$ cat config.mk
export PLATFORM = sky130hd
export DESIGN_NAME = tws_acc
export DESIGN_NICKNAME = d
export VERILOG_FILES = /design/src/design/tws_pkg.sv /design/src/design/tws_acc.sv
export SDC_FILE = /design/constraint.sdc
export NUM_CORES = 1
export LEC_CHECK = 0
export BUFFER_PORTS_ARGS = -buffer_cell sky130_fd_sc_hd__buf_2
export CORE_UTILIZATION = 35
export DETAILED_ROUTE_END_ITERATION = 7
export PLACE_DENSITY = 0.63
export SETUP_SLACK_MARGIN = 0.4
export SYNTH_ARGS = -nofsm -noshare
export SYNTH_HDL_FRONTEND = slang
export SYNTH_SLANG_ARGS = --single-unit
$ cat constraint.sdc
create_clock -name clk_i -period 10.3 [get_ports clk_i]
set_clock_uncertainty 0.05 [all_clocks]
set_input_delay 2.06 -clock clk_i [delete_from_list [all_inputs] [get_ports clk_i]]
set_output_delay 2.06 -clock clk_i [all_outputs]
set_load 0.01 [all_outputs]
$ cat src/design/tws_pkg.sv
package tws_pkg;

  localparam int unsigned FIELD_W       = 32;
  localparam int unsigned CFG_W         = 16;
  localparam int unsigned STAMP_W       = 18;
  localparam int unsigned CHANNELS      = 6;
  localparam int unsigned WRAP_CHANNELS = 3;
  localparam int unsigned CH_W          = 3;

  // pi in Q3.28, truncated
  localparam logic [63:0] PI_Q28       = 64'd843314856;
  localparam logic [CFG_W-1:0] WINDOW_RESET = 16'd5000;

  typedef struct packed {
    logic        [15:0] time_delta_ms;
    logic signed [31:0] bank_in;
    logic signed [31:0] pitch_in;
    logic signed [31:0] heading_in;
    logic signed [31:0] lat_in;
    logic signed [31:0] lon_in;
    logic signed [31:0] alt_in;
  } in_t;

  typedef struct packed {
    logic signed [31:0] bank_avg;
    logic signed [31:0] pitch_avg;
    logic signed [31:0] heading_avg;
    logic signed [31:0] lat_avg;
    logic signed [31:0] lon_avg;
    logic signed [31:0] alt_avg;
  } out_t;

  typedef enum logic [10:0] {
    S_IDLE     = 11'b00000000001,
    S_LAST     = 11'b00000000010,
    S_EXCESS   = 11'b00000000100,
    S_DROP_RD  = 11'b00000001000,
    S_DROP_CHK = 11'b00000010000,
    S_FULL     = 11'b00000100000,
    S_APPEND   = 11'b00001000000,
    S_SUM      = 11'b00010000000,
    S_SUM_END  = 11'b00100000000,
    S_DIV      = 11'b01000000000,
    S_OUT      = 11'b10000000000
  } state_e;

endpackage

$ cat src/design/tws_acc.sv
module tws_acc #(
  parameter int unsigned SB = 32,
  parameter int unsigned CW = 11,
  parameter int unsigned SW = 43
) (
  input  logic                                 clk_i,
  input  logic                                 rst_ni,
  input  logic                                 clear_i,
  input  logic                                 valid_i,
  input  logic [tws_pkg::CHANNELS*SB-1:0]      samples_i,
  output logic [tws_pkg::CHANNELS*SW-1:0]      sum_o,
  output logic [tws_pkg::CHANNELS*CW-1:0]      n_o
);
  logic first_q, first_d;

  always_comb begin
    first_d = first_q;
    if (clear_i) begin
      first_d = 1'b1;
    end else if (valid_i) begin
      first_d = 1'b0;
    end
  end

  always_ff @(posedge clk_i or negedge rst_ni) begin
    if (!rst_ni) begin
      first_q <= 1'b1;
    end else begin
      first_q <= first_d;
    end
  end

  for (genvar c = 0; c < tws_pkg::CHANNELS; c++) begin : g_lane
    logic signed [SB-1:0] v;
    logic signed [SB-1:0] prev_q;
    logic signed [SW-1:0] sum_q, sum_d;
    logic [CW-1:0]        n_q, n_d;
    logic signed [SB:0]   diff;
    logic [SB:0]          absd;
    logic                 jump;

    assign v    = signed'(samples_i[c*SB +: SB]);
    assign diff = {prev_q[SB-1], prev_q} - {v[SB-1], v};
    assign absd = diff[SB] ? unsigned'(-diff) : unsigned'(diff);
    // angle channels restart after a jump larger than pi
    assign jump = (c < tws_pkg::WRAP_CHANNELS) && (64'(absd) > tws_pkg::PI_Q28);

    always_comb begin
      sum_d = sum_q;
      n_d   = n_q;
      if (valid_i) begin
        if (first_q || jump) begin
          sum_d = SW'(v);
          n_d   = CW'(1);
        end else begin
          sum_d = sum_q + SW'(v);
          n_d   = n_q + CW'(1);
        end
      end
    end

    always_ff @(posedge clk_i) begin
      sum_q <= sum_d;
      n_q   <= n_d;
      if (valid_i) begin
        prev_q <= v;
      end
    end

    assign sum_o[c*SW +: SW] = sum_q;
    assign n_o[c*CW +: CW]   = n_q;
  end
endmodule

==> flow_metrics.py <==
metrics = {
    "status": {
        "run_status": "finished, final reports clean",
    },
    "cts": {
        "cts_buffer_depth": 3,
        "cts_buffers": 56,
        "cts_setup_buffers": 0,
        "clk_latency_ns": 0.67,
        "cts_sinks": 421,
        "ctsResizeCount": 0,
        "cts_hold_buf": 0,
        "path_clk_slew_ns": 0.06,
        "cts_max_level": 2,
        "cts_tree": "done",
        "clockRootBuffer": "clkbuf_16",
    },
    "pwr": {
        "peakVddDrop_uv": 145,
        "power_mw": 6.82,
        "power_density_nw_per_um2": 156,
        "leakagePower_nw": 18.9,
    },
    "logic_synthesis": {
        "synth_edf_count": 420,
        "syn_nets": 4775,
        "syn_avg_cell_area_um2": 8.97,
        "synth_cell_types": 109,
        "ys_warn_count": 0,
        "synth_seq_cells": 421,
        "yosysTopAreaCellShare_pct": 33.4,
        "synth_flop_cell": "edfxtp_1",
        "synthTopCellsByArea": "edfxtp_1 33%, ha_1 12%, o21ai_0 4.9%",
        "yosysTopAreaCell": "edfxtp_1",
        "ys_seq_area_share_pct": 33.4,
        "async_flop_share_pct": 0.238,
        "syn-cell-area_um2": 37800,
        "synth_cells": 4213,
    },
    "routing": {
        "drc": 0,
        "drt_iter0_drc": 2269,
        "finalWirelength_mm": 109,
        "drt_pass1_iterations": 7,
        "vias": 33700,
        "ant_nets": 0,
        "wl_per_cell_um": 17.8,
        "viasPerCell": 5.48,
    },
    "global_routing": {
        "grt.total_usage_pct": 19.2,
        "grt_max_degree": 146,
        "grt_pass1_wl_mm": 171,
        "first_global_vias": 31300,
        "grt_overflow_total": 0,
        "antenna_found_initial": 17,
    },
    "die": {
        "dieArea_um2": 109000,
        "core_um2": 107000,
        "fp.dieH_um": 331,
        "start_util_pct": 35.3,
        "row_count": 120,
        "dieWidth_um": 331,
        "ioPinCount": 520,
    },
    "timing": {
        "tns_ns": 0,
        "worst_pin_slew_ns": 1.08,
        "setup_viol": 0,
        "finalCritPeriodShare_pct": 78.7,
        "hold_violations": 0,
        "maxClockFrequency_ghz": 0.123,
        "fin_crit_ns": 8.11,
        "slew-limit-headroom_pct": 27.1,
        "rsz0062_at_grt": "no",
        "maxSlewViolCount": 0,
    },
    "finish": {
        "drive_above_1_share_pct": 15.1,
        "synthToLayoutAreaGrowth_pct": 15.6,
        "final-seq-area_um2": 12600,
        "nFillCells": 10700,
        "multi_input_area_um2": 23900,
        "utilization_pct": 40.8,
        "fin_cells": 6144,
        "nets": 5245,
    },
    "critical_path": {
        "worst_ep_required_time_ns": 10.72,
        "cp-end-kind": "register",
        "crit_type": "in2reg",
        "r2r_cells": 19,
        "critPathArrivalTime_ns": 8.53,
        "worst_setup_path_start_kind": "input port",
        "worstPathMaxFanout": 19,
    },
    "flow_run": {
        "maxCapViolCount": 0,
    },
    "placement": {
        "dp.cells": 6028,
        "port_buffers": 519,
        "place.gp.congestion": 0.907,
        "post-dp-hpwl_mm": 83.9,
    },
    "worst_hold_path": {
        "holdCritPathClass": "reg2reg",
        "hold_depth": 1,
    },
}
==> sequential cells by signal, indices dropped and copies added (netlist names) <==
signal and flops:
first_q 1, g_lane.n_q 66, g_lane.prev_q 96, g_lane.sum_q 258
==> per-stage QoR <==
step           area [um^2]  hold WS (ns)  worst slack [ns]
4_1_cts              43700         0.577              2.31
6_report             43700         0.577              2.19
3_3_place_gp         41800         0.548              1.82
2_1_floorplan        37800         0.576              3.42
3_5_place_dp         41800         0.558              1.67
5_1_grt              43700         0.601              1.48
==> final timing paths <==
check	startpoint	end	slack (ns)
worst max-delay path	samples_i[64]	g_lane[2].sum_q[41]$_DFFE_PP_	2.19
worst min-delay path	g_lane[3].n_q[0]$_SDFFCE_PP1P_	g_lane[3].n_q[0]$_SDFFCE_PP1P_	0.58
worst max register to register	g_lane[2].prev_q[0]$_DFFE_PP_	g_lane[2].sum_q[41]$_DFFE_PP_	3.39
worst min register to register	g_lane[3].n_q[0]$_SDFFCE_PP1P_	g_lane[3].n_q[0]$_SDFFCE_PP1P_	0.58
max in group asynchronous	rst_ni	first_q$_DFFE_PN1P_	8.90
min in group asynchronous	rst_ni	first_q$_DFFE_PN1P_	1.29
==> cell families (layout without fill, tap and decap cells) <==
| family | after synthesis | count (layout) | share of synthesized area, % |
|---|---|---|---|
| flip-flops | 421 | 421 | 33.4 |
| adder cells (fa/ha/maj) | 366 | 366 | 12.3 |
| AND/OR/NAND/NOR | 1287 | 1287 | 16.9 |
| multiplexers | 73 | 73 | 2.04 |
| other | 0 | 13 | 0 |
| AO/OA/AOI/OAI | 1376 | 1376 | 23.7 |
| XOR/XNOR | 352 | 352 | 8.16 |
| buffers and inverters | 338 | 853 | 3.50 |
==> cells in the final DEF (no fill, tap or decap), types with 15 or more instances in the layout <==
master | synthesis | final
a21boi_0 | 17 | 17
a31oi_1 | 54 | 54
clkbuf_16 | 0 | 58
and2_1 | 38 | 38
edfxtp_1 | 420 | 420
nor2_1 | 273 | 273
a21oi_1 | 315 | 315
a211o_1 | 22 | 22
mux2i_1 | 44 | 44
and4_1 | 15 | 15
clkinv_1 | 1 | 18
nor3_1 | 71 | 71
o31ai_1 | 37 | 37
nor2b_1 | 49 | 49
nand4_1 | 51 | 51
a21o_1 | 177 | 177
or3_1 | 45 | 45
xnor2_1 | 168 | 168
xor2_1 | 184 | 184
nand3_1 | 124 | 124
nor4_1 | 29 | 29
buf_2 | 21 | 518
o21a_1 | 65 | 65
or2_2 | 20 | 20
nand2b_1 | 69 | 69
ha_1 | 357 | 357
mux2_2 | 24 | 24
a211oi_1 | 49 | 49
inv_1 | 215 | 214
o31a_1 | 17 | 17
nand2_1 | 381 | 381
o211ai_1 | 32 | 32
o21ai_0 | 367 | 367
and3_1 | 58 | 58
o21bai_1 | 27 | 27
==> synth_stat cells, types with 15 or more instances <==
library cell	number
edfxtp_1	420
nand2_1	381
o21ai_0	367
ha_1	357
a21oi_1	315
nor2_1	273
inv_1	215
xor2_1	184
a21o_1	177
xnor2_1	168
nand3_1	124
clkbuf_1	87
nor3_1	71
nand2b_1	69
o21a_1	65
and3_1	58
a31oi_1	54
nand4_1	51
a211oi_1	49
nor2b_1	49
or3_1	45
mux2i_1	44
and2_1	38
o31ai_1	37
o211ai_1	32
nor4_1	29
o21bai_1	27
mux2_2	24
a211o_1	22
buf_2	21
or2_2	20
a21boi_0	17
o31a_1	17
and4_1	15
==> routing by layer <==
layer  GRT usage, %  up-vias  wire, um
li1               -    16800         -
met1           25.6    15900     49900
met2           31.1      805     50100
met3           4.03      159      6490
met4           5.36       14      2790
met5              0        -        79
==> critical path, stage by stage <==
cell and delay, ns:
buf_2 0.13, ha_1 0.22, fa_1 0.39, nand2b_1 0.17
a21o_1 0.21, or4b_2 0.23, o311ai_0 0.25, nor4_1 0.77
and2_0 0.40, nor4bb_1 0.96, a311o_1 0.35, xor2_1 0.09
a2111oi_0 0.37, o41a_1 0.26, a21boi_1 0.12, o311ai_4 0.81
buf_4 0.32, nand2_1 0.23, o21ai_1 0.17
==> layout make-up <==
type	instances	area share, %
Timing Repair Buffer	534	6.31
Clock inverter	41	0.833
Tap cell	1403	4.02
Clock buffer	62	3.36
Antenna cell	13	0.0745
Multi-Input combinational cell	3454	54.6
Inverter	216	1.86
Sequential cell	421	28.9
==> report_power, final <==
group          total (mW)  internal, mW  switching, mW
Combinational        2.61          1.05           1.56
Sequential           2.20          2.10          0.103
Clock                2.00          1.17          0.834
Total                6.82          4.32           2.50
No activity file was read; power rests on OpenSTA's default activity.
